`config.mk`:
```
export PLATFORM = sky130hd
export DESIGN_NAME = hte_serializer
export DESIGN_NICKNAME = d
export VERILOG_FILES = /design/src/sv/hte_pkg.sv /design/src/sv/hte_serializer.sv
export SDC_FILE = /design/constraint.sdc
export NUM_CORES = 1
export LEC_CHECK = 0
export BUFFER_PORTS_ARGS = -buffer_cell sky130_fd_sc_hd__buf_2
export CAP_MARGIN = 0
export CORE_MARGIN = 3
export CORE_UTILIZATION = 58
export CTS_BUF_LIST = sky130_fd_sc_hd__clkbuf_8 sky130_fd_sc_hd__clkbuf_16
export CTS_CLUSTER_DIAMETER = 200
export DETAILED_ROUTE_END_ITERATION = 8
export HOLD_SLACK_MARGIN = 0.03
export PLACE_DENSITY = 0.9
export SYNTH_ARGS = -nofsm -noshare
export SYNTH_HDL_FRONTEND = slang
export SYNTH_SLANG_ARGS = --single-unit
```
`constraint.sdc`:
```
create_clock -name aclk -period 17.63 [get_ports aclk]
set_input_delay 2.6445 -clock aclk [delete_from_list [all_inputs] [get_ports aclk]]
set_output_delay 2.6445 -clock aclk [all_outputs]
set_load 0.03 [all_outputs]
```
`src/sv/hte_pkg.sv`:
```
// Hub telemetry record encoder: shared types and constants.
// Item structs for both channels, the record set passed to the serialiser,
// quantity kinds, record IDs, framing bytes and reciprocal constants.
package hte_pkg;

    typedef struct packed {
        logic [4:0]         req_type;
        logic signed [31:0] raw_value;
    } in_item_t;

    typedef struct packed {
        logic [7:0] tx_byte;
        logic       last_byte;
    } out_item_t;

    localparam int NUM_REC = 3;

    // Up to three records produced by one item; nrec of zero with is_end set
    // is a frame close.
    typedef struct packed {
        logic [1:0]                nrec;
        logic                      is_end;
        logic [NUM_REC-1:0][7:0]   id;
        logic [NUM_REC-1:0][15:0]  val;
    } rec_set_t;

    // Quantity kinds
    localparam logic [4:0] KIND_RELALT  = 5'd0;
    localparam logic [4:0] KIND_VSPEED  = 5'd1;
    localparam logic [4:0] KIND_VOLT    = 5'd2;
    localparam logic [4:0] KIND_CURRENT = 5'd3;
    localparam logic [4:0] KIND_RPM     = 5'd4;
    localparam logic [4:0] KIND_TEMP1   = 5'd5;
    localparam logic [4:0] KIND_TEMP2   = 5'd6;
    localparam logic [4:0] KIND_ACCX    = 5'd7;
    localparam logic [4:0] KIND_ACCY    = 5'd8;
    localparam logic [4:0] KIND_ACCZ    = 5'd9;
    localparam logic [4:0] KIND_LAT     = 5'd10;
    localparam logic [4:0] KIND_LON     = 5'd11;
    localparam logic [4:0] KIND_GPSALT  = 5'd12;
    localparam logic [4:0] KIND_SPEED   = 5'd13;
    localparam logic [4:0] KIND_HEADING = 5'd14;
    localparam logic [4:0] KIND_DATE    = 5'd15;
    localparam logic [4:0] KIND_TIME    = 5'd16;
    localparam logic [4:0] KIND_END     = 5'd17;

    // Framing
    localparam logic [7:0] SYNC_BYTE = 8'h5E;
    localparam logic [7:0] ESC_BYTE  = 8'h5D;
    localparam logic [7:0] ESC_XOR   = 8'h60;

    // Record IDs
    localparam logic [7:0] ID_ALT_M      = 8'h10;
    localparam logic [7:0] ID_ALT_CM     = 8'h21;
    localparam logic [7:0] ID_VSPEED     = 8'h30;
    localparam logic [7:0] ID_VOLT       = 8'h39;
    localparam logic [7:0] ID_CURRENT    = 8'h28;
    localparam logic [7:0] ID_RPM        = 8'h03;
    localparam logic [7:0] ID_TEMP1      = 8'h02;
    localparam logic [7:0] ID_TEMP2      = 8'h05;
    localparam logic [7:0] ID_ACCX       = 8'h24;
    localparam logic [7:0] ID_ACCY       = 8'h25;
    localparam logic [7:0] ID_ACCZ       = 8'h26;
    localparam logic [7:0] ID_LAT_DDMM   = 8'h13;
    localparam logic [7:0] ID_LAT_MMMM   = 8'h1B;
    localparam logic [7:0] ID_LAT_HEMI   = 8'h23;
    localparam logic [7:0] ID_LON_DDMM   = 8'h12;
    localparam logic [7:0] ID_LON_MMMM   = 8'h1A;
    localparam logic [7:0] ID_LON_HEMI   = 8'h22;
    localparam logic [7:0] ID_GPSALT_M   = 8'h01;
    localparam logic [7:0] ID_GPSALT_CM  = 8'h09;
    localparam logic [7:0] ID_SPEED_KT   = 8'h11;
    localparam logic [7:0] ID_SPEED_FRAC = 8'h19;
    localparam logic [7:0] ID_HDG_DEG    = 8'h14;
    localparam logic [7:0] ID_HDG_FRAC   = 8'h1C;
    localparam logic [7:0] ID_DAY_MONTH  = 8'h15;
    localparam logic [7:0] ID_YEAR       = 8'h16;
    localparam logic [7:0] ID_HOUR_MIN   = 8'h17;
    localparam logic [7:0] ID_SEC        = 8'h18;

    // Hemisphere letters
    localparam logic [7:0] HEMI_N = 8'h4E;
    localparam logic [7:0] HEMI_S = 8'h53;
    localparam logic [7:0] HEMI_E = 8'h45;
    localparam logic [7:0] HEMI_W = 8'h57;

    // floor(2^(32+s)/D), s = floor(log2 D); estimate is low by at most one
    localparam logic [31:0] RECIP_100  = 32'd2748779069;  // shift 38
    localparam logic [31:0] RECIP_1000 = 32'd2199023255;  // shift 41
    localparam logic [31:0] RECIP_1E5  = 32'd2814749767;  // shift 48
    localparam logic [31:0] RECIP_1E7  = 32'd3602879701;  // shift 55
    // exact /1000 for values below 2^24 (shift 33), exact /10 below 1024 (shift 11)
    localparam logic [23:0] RECIP_MILLI = 24'd8589935;
    localparam logic [7:0]  RECIP_TENTH = 8'd205;

    localparam logic [10:0] KNOT_SCALE = 11'd1944;
    localparam logic [23:0] TEN_MILLION = 24'd10000000;

endpackage

```
`src/sv/hte_serializer.sv`:
```
// Hub telemetry record encoder: byte serialiser.
// Holds one record set and sends it as a byte-stuffed stream, one byte a
// cycle while the output is not stalled. Depends on hte_pkg.
module hte_serializer (
    input  logic               aclk,
    input  logic               aresetn,
    input  logic               rec_valid,
    output logic               rec_ready,
    input  hte_pkg::rec_set_t  rec,
    output logic               m_valid,
    input  logic               m_ready,
    output hte_pkg::out_item_t m_item
);
    import hte_pkg::*;

    typedef enum logic [3:0] {
        PH_SYNC = 4'b0001,
        PH_ID   = 4'b0010,
        PH_LO   = 4'b0100,
        PH_HI   = 4'b1000
    } phase_t;

    logic      slot_valid_reg, slot_valid_next;
    rec_set_t  slot_reg, slot_next;
    logic [1:0] rec_idx_reg, rec_idx_next;
    phase_t    phase_reg, phase_next;
    logic      esc_reg, esc_next;
    logic      frame_reg, frame_next;
    logic      m_valid_reg, m_valid_next;
    out_item_t m_item_reg, m_item_next;

    logic [15:0] cur_val;
    logic [7:0]  cur_id, data_b, tx_b;
    logic        prefix, last_rec, end_mode, silent, out_free, emit, is_final, finish;

    always_comb begin
        cur_val  = slot_reg.val[rec_idx_reg];
        cur_id   = slot_reg.id[rec_idx_reg];
        data_b   = (phase_reg == PH_HI) ? cur_val[15:8] : cur_val[7:0];
        prefix   = (data_b == SYNC_BYTE || data_b == ESC_BYTE) && !esc_reg;
        last_rec = rec_idx_reg == slot_reg.nrec - 2'd1;
        end_mode = slot_reg.nrec == 2'd0;
        // an empty frame close or an unknown kind sends nothing
        silent   = end_mode && !(slot_reg.is_end && frame_reg);
        out_free = !m_valid_reg || m_ready;
        emit     = slot_valid_reg && !silent && out_free;

        case (phase_reg)
            PH_SYNC: tx_b = SYNC_BYTE;
            PH_ID:   tx_b = cur_id;
            PH_LO, PH_HI: begin
                if (prefix) begin
                    tx_b = ESC_BYTE;
                end else if (esc_reg) begin
                    tx_b = data_b ^ ESC_XOR;
                end else begin
                    tx_b = data_b;
                end
            end
            default: tx_b = SYNC_BYTE;
        endcase
        if (end_mode) begin
            tx_b = SYNC_BYTE;
        end

        is_final  = end_mode || (phase_reg == PH_HI && !prefix && last_rec);
        finish    = slot_valid_reg && (silent || (emit && is_final));
        rec_ready = !slot_valid_reg || finish;

        slot_valid_next = slot_valid_reg;
        slot_next       = slot_reg;
        rec_idx_next    = rec_idx_reg;
        phase_next      = phase_reg;
        esc_next        = esc_reg;
        frame_next      = frame_reg;
        m_valid_next    = m_valid_reg;
        m_item_next     = m_item_reg;

        if (emit) begin
            m_valid_next = 1'b1;
            m_item_next  = '{tx_byte: tx_b, last_byte: is_final};
        end else if (m_ready) begin
            m_valid_next = 1'b0;
        end

        if (emit && !end_mode) begin
            frame_next = 1'b1;
            case (phase_reg)
                PH_SYNC: phase_next = PH_ID;
                PH_ID:   phase_next = PH_LO;
                PH_LO: begin
                    if (prefix) begin
                        esc_next = 1'b1;
                    end else begin
                        esc_next   = 1'b0;
                        phase_next = PH_HI;
                    end
                end
                PH_HI: begin
                    if (prefix) begin
                        esc_next = 1'b1;
                    end else begin
                        esc_next     = 1'b0;
                        phase_next   = PH_SYNC;
                        rec_idx_next = rec_idx_reg + 2'd1;
                    end
                end
                default: phase_next = PH_SYNC;
            endcase
        end

        if (finish && slot_reg.is_end) begin
            frame_next = 1'b0;
        end

        if (rec_ready) begin
            slot_valid_next = rec_valid;
            slot_next       = rec;
            rec_idx_next    = 2'd0;
            phase_next      = PH_SYNC;
            esc_next        = 1'b0;
        end
    end

    always_ff @(posedge aclk) begin
        if (!aresetn) begin
            slot_valid_reg <= 1'b0;
            rec_idx_reg    <= 2'd0;
            phase_reg      <= PH_SYNC;
            esc_reg        <= 1'b0;
            frame_reg      <= 1'b0;
            m_valid_reg    <= 1'b0;
        end else begin
            slot_valid_reg <= slot_valid_next;
            rec_idx_reg    <= rec_idx_next;
            phase_reg      <= phase_next;
            esc_reg        <= esc_next;
            frame_reg      <= frame_next;
            m_valid_reg    <= m_valid_next;
        end
    end

    always_ff @(posedge aclk) begin
        slot_reg   <= slot_next;
        m_item_reg <= m_item_next;
    end

    assign m_valid = m_valid_reg;
    assign m_item  = m_item_reg;

endmodule
```
==> summary.md, run 1 <==
| Metric | Value |
|---|---|
| Status | `finished clean` |
| DR pass1 iterations | `5` |
| Initial antenna violation count | `0` |
| Final nets | `about 440` |
| Path category of the worst min-delay check | `flip-flop to flip-flop` |
| CP peak stage delay | `between 700 and 800 ps` |
| Max reg flops | `75` |
| Yosys top cell area share | `0.638` |
| Leak | `1.70 nW` |
| CP Buf/Inv Count | `3` |
| # DRC | `0` |
| # diodes | `0` |
| Max-slew violation count | `0` |
| Port Buffers | `89` |
| Multi-input gate area | `1140 um2` |
| Synth Warn # | `0` |
| Crit-path cells | `buf_2 > nor2b_1 > nor2_1 > nand2_1 > o211ai_1 > buf_4 > buf_2` |
| Final core occ | `0.714` |
| Crit. End Element | `output port` |
| Worst VDD drop | `67.6 uV` |
| HPWL Detailed | `roughly 5300 um` |
| FF+latch area | `about 2700 um2` |
| Setup tns final | `0 ps` |
| Vias in the first global route | `2556` |
| Crit Path Max Fanout | `between 70 and 80` |
| Async set-reset flop share out of synthesis | `0` |
| Avg Cell Area, Syn | `between 10 and 15 um2` |
| Final Hold Vio Count | `0` |
| Critical path launch point type | `input port` |
| Cell taking the most area after synthesis | `edfxtp_1` |
| Crit path top cell by count | `buf_2` |
| Initial DRC Count | `~230` |
| Worst min-delay path startpoint | `esc_reg` |
| Slew Limit Headroom | `0.356` |
| Top-count cell post-synth | `edfxtp_1` |
| RSZ-0062 raised after global routing | `false` |
| Clock root buffer | `clkbuf_8` |
| EDFF count, synth | `between 80 and 90` |
| H-tree depth | `3` |
| Area contributors post-synth | `edfxtp_1, dfxtp_1, mux2i_1` |
| Clock Pin Slew Worst Setup and Hold Paths | `approximately 90 ps` |
| Delay-heaviest family, CP | `buffers and inverters` |
| Initial Utilization | `0.609` |
| Fin Clk Skew | `~12 ps` |
| Drt via density | `between 5 and 6` |
| Clk sinks | `94` |
| Pin count of the biggest net entering global routing | `77` |
| FP Rows | `29` |
| Layout area overhead | `17.2%` |
| Power Dens Cells | `roughly 100 nW/um2` |
| CTS tree | `built` |
| Die H | `~90 um` |
| Critical path type | `input port to output port` |
| Fraction of layout cells with a size suffix above 1 | `0.325` |
| Post-Synthesis Cell Area | `~4000 um2` |
| Worst endpoint required time | `between 10000 and 15000 ps` |
| Total track usage | `0.213` |
| Via count | `between 2000 and 3000` |
| Final ANT Viol Nets | `0` |
| Finish-stage setup viols | `0` |
| CP max stage cell | `nor2_1` |
| Hold-fix buffers, CTS | `0` |
| Worst setup path startpoint | `m_ready` |
| GRT Residual Overflow | `0` |
| Synth unique cells | `53` |
| Top Ports | `90` |
| RR Startpoint | `phase_reg[3]` |
| Flops & latches, synth | `94` |
| Syn_nets | `between 300 and 400` |
| First-pass GRT wire length | `12200 um` |
| Core Box Area | `6490 um2` |
| GPL Wtd Cong | `0.841` |
| Full die area | `around 7800 um2` |
| FMAX | `around 130 MHz` |
| Fill cells | `430` |
| Crit path DAT | `approximately 5100 ps` |
| Top cells by count, synth | `edfxtp_1, a21oi_1, nor2_1` |
| Clk Latency, worst-skew pair | `between 300 and 400 ps` |
| Maxcap violations | `0` |
| Fin crit share | `0.437` |
| Ys flop type | `edfxtp_1` |
| Synthesized instance count | `about 270` |
| Average wire per cell in the routed design | `about 17 um` |
| Post-CTS setup repair buffer count | `0` |
| Number of CTS-inserted buffers | `9` |
| Final wirelength | `about 7700 um` |
| Chip Width | `between 80 and 90 um` |
| CTS resizes | `0` |
| Period minus WS final | `a little under 8000 ps` |
| Sequential element share of the synthesized area | `0.688` |
| CTS Buffer Depth | `2` |
| Worst Tran Pin Value | `slightly below 1000 ps` |
==> routing by layer <==
layer  GRT usage  share of wire  vias to the layer above
li1            -              -                     1226
met1       0.269           0.40                     1217
met2       0.344           0.51                      111
met3      0.0512          0.059                       25
met4       0.114          0.032                        0
met5           0              0                        -
==> tightest hold or removal path, delay by kind of cell (launching register included) <==
| family | cells | cell delay [ps] |
|---|---|---|
| compound gates | 2 | 150 |
| flops | 1 | 360 |
==> area by class of cell <==
type                            count  share of cell area
Timing Repair Buffer               92               0.101
Clock inverter                      7              0.0154
Tap cell                           77              0.0208
Sequential cell                    94               0.587
Inverter                            4             0.00324
Clock buffer                        9              0.0267
Multi-Input combinational cell    160               0.246
==> placed cells by master, fill, tap and decap left out, types with 3 or more instances in the layout <==
cell type,instances
buf_2,89
edfxtp_1,84
nor2_1,20
a21oi_1,20
nand2_1,17
mux2i_1,16
dfxtp_1,10
clkbuf_8,9
o211ai_1,8
o21ai_0,8
xnor2_1,7
xor2_1,4
mux2_2,4
a22oi_1,4
nor2b_1,3
nand2b_1,3
o21ai_1,3
inv_1,3
o2bb2ai_1,3
nand3b_1,3
o221ai_1,3
nand3_1,3
buf_4,3
==> cell families after synthesis <==
kind of cell,Yosys count,synth area share
flops,94,0.688
xor+xnor,11,0.0244
mux,24,0.0737
fa+ha+maj,1,0.00316
compound gates,63,0.106
buf+inv,18,0.0234
simple gates,61,0.0810
==> worst paths after layout <==
kind	end	slack (ps)	cells after the start
hold reg to reg	esc_reg	550	2
setup / recovery	rec_ready	9920	7
setup reg to reg	slot_reg[4]	13590	7
hold / removal	esc_reg	550	2
==> where the power goes <==
part           leakage, nW  switching (mW)  internal, mW
Sequential           0.918         0.00632         0.264
Combinational        0.684          0.0239        0.0161
Clock               0.0953          0.0752        0.0658
==> stage by stage <==
stage | cell area [um2] | hold slack [ps] | cells | setup WS (ps) | power (mW)
2_1_floorplan | 3960 | 503 | 272 | 7580 | 0.299
3_3_place_gp | 4440 | 525 | 427 | 10110 | 0.313
3_5_place_dp | 4440 | 534 | 427 | 9950 | 0.315
4_1_cts | 4640 | 550 | 443 | 9880 | 0.453
5_1_grt | 4640 | 574 | 443 | 9730 | 0.470
6_report | 4640 | 551 | 443 | 9920 | 0.451
Power figures use the tool's default switching activity.
==> inputs of run 2 (changes only) <==
--- a/config.mk
+++ b/config.mk
@@ -8,12 +8,12 @@
 export BUFFER_PORTS_ARGS = -buffer_cell sky130_fd_sc_hd__buf_2
 export CAP_MARGIN = 0
 export CORE_MARGIN = 3
-export CORE_UTILIZATION = 58
+export CORE_UTILIZATION = 48
 export CTS_BUF_LIST = sky130_fd_sc_hd__clkbuf_8 sky130_fd_sc_hd__clkbuf_16
 export CTS_CLUSTER_DIAMETER = 200
 export DETAILED_ROUTE_END_ITERATION = 8
 export HOLD_SLACK_MARGIN = 0.03
-export PLACE_DENSITY = 0.9
+export PLACE_DENSITY = 0.8
 export SYNTH_ARGS = -nofsm -noshare
 export SYNTH_HDL_FRONTEND = slang
 export SYNTH_SLANG_ARGS = --single-unit
==> constraint.sdc (replaced) <==
create_clock -name aclk -period 6.4 [get_ports aclk]
set_input_delay 0.96 -clock aclk [delete_from_list [all_inputs] [get_ports aclk]]
set_output_delay 0.96 -clock aclk [all_outputs]
set_load 0.03 [all_outputs]
==> summary.md, run 2 (synthesized netlist as in run 1, its figures left out) <==
| Metric | Value |
|---|---|
| Worst min-delay path startpoint | `frame_reg (was esc_reg)` |
| RSZ-0062 raised after global routing | `false (unchanged)` |
| Final Hold Vio Count | `0 (unchanged)` |
| Crit Path Max Fanout | `76 (unchanged)` |
| GPL Wtd Cong | `0.864 (was 0.841)` |
| Layout area overhead | `18.7% (was 17.2%)` |
| Fill cells | `616 (was 430)` |
| CP Buf/Inv Count | `2 (was 3)` |
| Initial antenna violation count | `0 (unchanged)` |
| HPWL Detailed | `5430 um (was 5270 um)` |
| Crit-path cells | `nor4b_4 > mux2_2 > a22oi_1 > o211ai_1 > nor3b_2 > o211ai_1 > buf_4 > buf_2 (was buf_2 > nor2b_1 > nor2_1 > nand2_1 > o211ai_1 > buf_4 > buf_2)` |
| Hold EP | `frame_reg (was esc_reg)` |
| Path category of the worst min-delay check | `flip-flop to flip-flop (unchanged)` |
| Crit path top cell by count | `o211ai_1 (was buf_2)` |
| Final core occ | `0.598 (was 0.714)` |
| Clk sinks | `94 (unchanged)` |
| # diodes | `0 (unchanged)` |
| CP peak stage delay | `830 ps (was 710 ps)` |
| Clock Pin Slew Worst Setup and Hold Paths | `90 ps (about the same)` |
| Number of CTS-inserted buffers | `9 (unchanged)` |
| Die H | `96.8 um (was 88.6 um)` |
| Max-slew violation count | `0 (unchanged)` |
| Top Ports | `90 (unchanged)` |
| Hold_ws | `562 ps (was 551 ps)` |
| Core Box Area | `7850 um2 (was 6490 um2)` |
| Worst VDD drop | `192 uV (was 67.6 uV)` |
| WHS Path Cells | `2 (unchanged)` |
| Status | `finished clean (unchanged)` |
| Fin crit share | `0.792` |
| CTS resizes | `0 (unchanged)` |
| Critical path launch point type | `flip-flop (was input port)` |
| Delay-heaviest family, CP | `simple AND/OR/NAND/NOR gates (was buffers and inverters)` |
| Port Buffers | `89 (unchanged)` |
| Initial Utilization | `0.504 (was 0.609)` |
| FP Rows | `32 (was 29)` |
| Full die area | `9370 um2 (was 7850 um2)` |
| DP Area | `4490 um2 (was 4440 um2)` |
| Chip Width | `96.8 um (was 88.6 um)` |
| Maxcap violations | `0 (unchanged)` |
| Final ANT Viol Nets | `0 (unchanged)` |
| Finished Cell Area | `4700 um2 (was 4640 um2)` |
| CP max stage cell | `nor4b_4 (was nor2_1)` |
| Final nets | `441 (unchanged)` |
| Multi-input gate area | `1160 um2 (was 1140 um2)` |
| Total track usage | `0.168 (was 0.213)` |
| Clock root buffer | `clkbuf_8 (unchanged)` |
| Finish-stage setup viols | `0 (unchanged)` |
| Worst reg2reg path depth | `7 (unchanged)` |
| R2r setup slk | `2530 ps (was 13590 ps)` |
| Worst Tran Pin Value | `948 ps (was 962 ps)` |
| Worst endpoint required time | `5440 ps (was 14990 ps)` |
| Critical path type | `flip-flop to output port (was input port to output port)` |
| CTS tree | `built (unchanged)` |
| Drt via density | `5.44 (was 5.82)` |
| R2R Path End | `slot_reg[13] (was slot_reg[4])` |
| Crit path DAT | `4110 ps (was 5070 ps)` |
| Worst slack, placed | `1720 ps (was 9950 ps)` |
| Commonest non-fill, non-tap cell in the layout | `buf_2 (unchanged)` |
| Vias in the first global route | `2582 (was 2556)` |
| CTS Buffer Depth | `2 (unchanged)` |
| Fraction of layout cells with a size suffix above 1 | `0.331 (was 0.325)` |
| # DRC | `0 (unchanged)` |
| Pin count of the biggest net entering global routing | `77 (unchanged)` |
| First-pass GRT wire length | `12600 um (was 12200 um)` |
| GRT Residual Overflow | `0 (unchanged)` |
| Max reg flops | `75 (unchanged)` |
| Slew Limit Headroom | `0.365 (was 0.356)` |
| FMAX | `a little under 200 MHz` |
| Leak | `1.72 nW (was 1.70 nW)` |
| Period minus WS final | `approximately 5100 ps` |
| Placed cell count | `452 (was 427)` |
| H-tree depth | `3 (unchanged)` |
| Worst Setup Slack, final | `1330 ps (was 9920 ps)` |
| FF+latch area | `2720 um2 (unchanged)` |
| Commonest non-fill, non-tap cells in the layout | `buf_2, edfxtp_1, a21oi_1, nor2_1, nand2_1 (was buf_2, edfxtp_1, nor2_1, a21oi_1, nand2_1)` |
| Fin Clk Skew | `11.4 ps (was 12.3 ps)` |
| Average wire per cell in the routed design | `16.3 um (was 17.5 um)` |
| DR pass1 iterations | `4 (was 5)` |
| Initial DRC Count | `186 (was 229)` |
| Post-CTS setup repair buffer count | `0 (unchanged)` |
| Clk Latency, worst-skew pair | `350 ps (was 370 ps)` |
| Hold-fix buffers, CTS | `0 (unchanged)` |
| Via count | `2546 (was 2579)` |
| Crit. End Element | `output port (unchanged)` |
| Final std cells w/o fill | `468 (was 443)` |
| Power Dens Cells | `268 nW/um2 (was 97.3 nW/um2)` |
| RR Startpoint | `phase_reg[3] (unchanged)` |
| Final wirelength | `7640 um (was 7730 um)` |
run 2: through the flow:
stage / setup TNS, ps / power (mW)
finish: 0 / 1.26
global route: 0 / 1.31
CTS: 0 / 1.27
detailed placement: 0 / 0.871
global placement: 0 / 0.867
floorplan: -278 / 0.826
run 2: area by class of cell:
type / instances / share of cell area
Sequential cell: 94 / 0.580
Multi-Input combinational cell: 160 / 0.246
Timing Repair Buffer: 92 / 0.0997
Tap cell: 102 / 0.0272
Clock buffer: 9 / 0.0264
Clock inverter: 7 / 0.0176
Inverter: 4 / 0.00320
run 2: metal layers:
layer,part of all wire,global-route usage
met1,0.42,0.215
met2,0.51,0.280
met3,0.049,0.0382
met4,0.020,0.0626
met5,0,0
run 2: worst max path at each step:
| stage | cells after the start | slack [ps] | startpoint | endpoint |
|---|---|---|---|---|
| 2_1_floorplan | 8 | -280 | phase_reg[2] | rec_ready |
| 5_1_grt | 8 | 1050 | phase_reg[3] | rec_ready |
| 6_report | 8 | 1330 | phase_reg[3] | rec_ready |
| 4_1_cts | 8 | 1300 | phase_reg[2] | rec_ready |
| 3_5_place_dp | 8 | 1720 | phase_reg[2] | rec_ready |
| 3_3_place_gp | 8 | 1830 | phase_reg[2] | rec_ready |
run 2: power breakdown:
part	switching, mW	internal [mW]	total, mW
Clock	0.190	0.215	0.404
Combinational	0.0644	0.0450	0.109
Sequential	0.0183	0.728	0.747
Total	0.272	0.988	1.26
run 2: worst register-to-register path, delay by kind of cell, from the launching register on:
family	cells	cell delay [ps]
mux	1	420
buf+inv	1	400
simple gates	2	1510
compound gates	3	600
flops	1	490
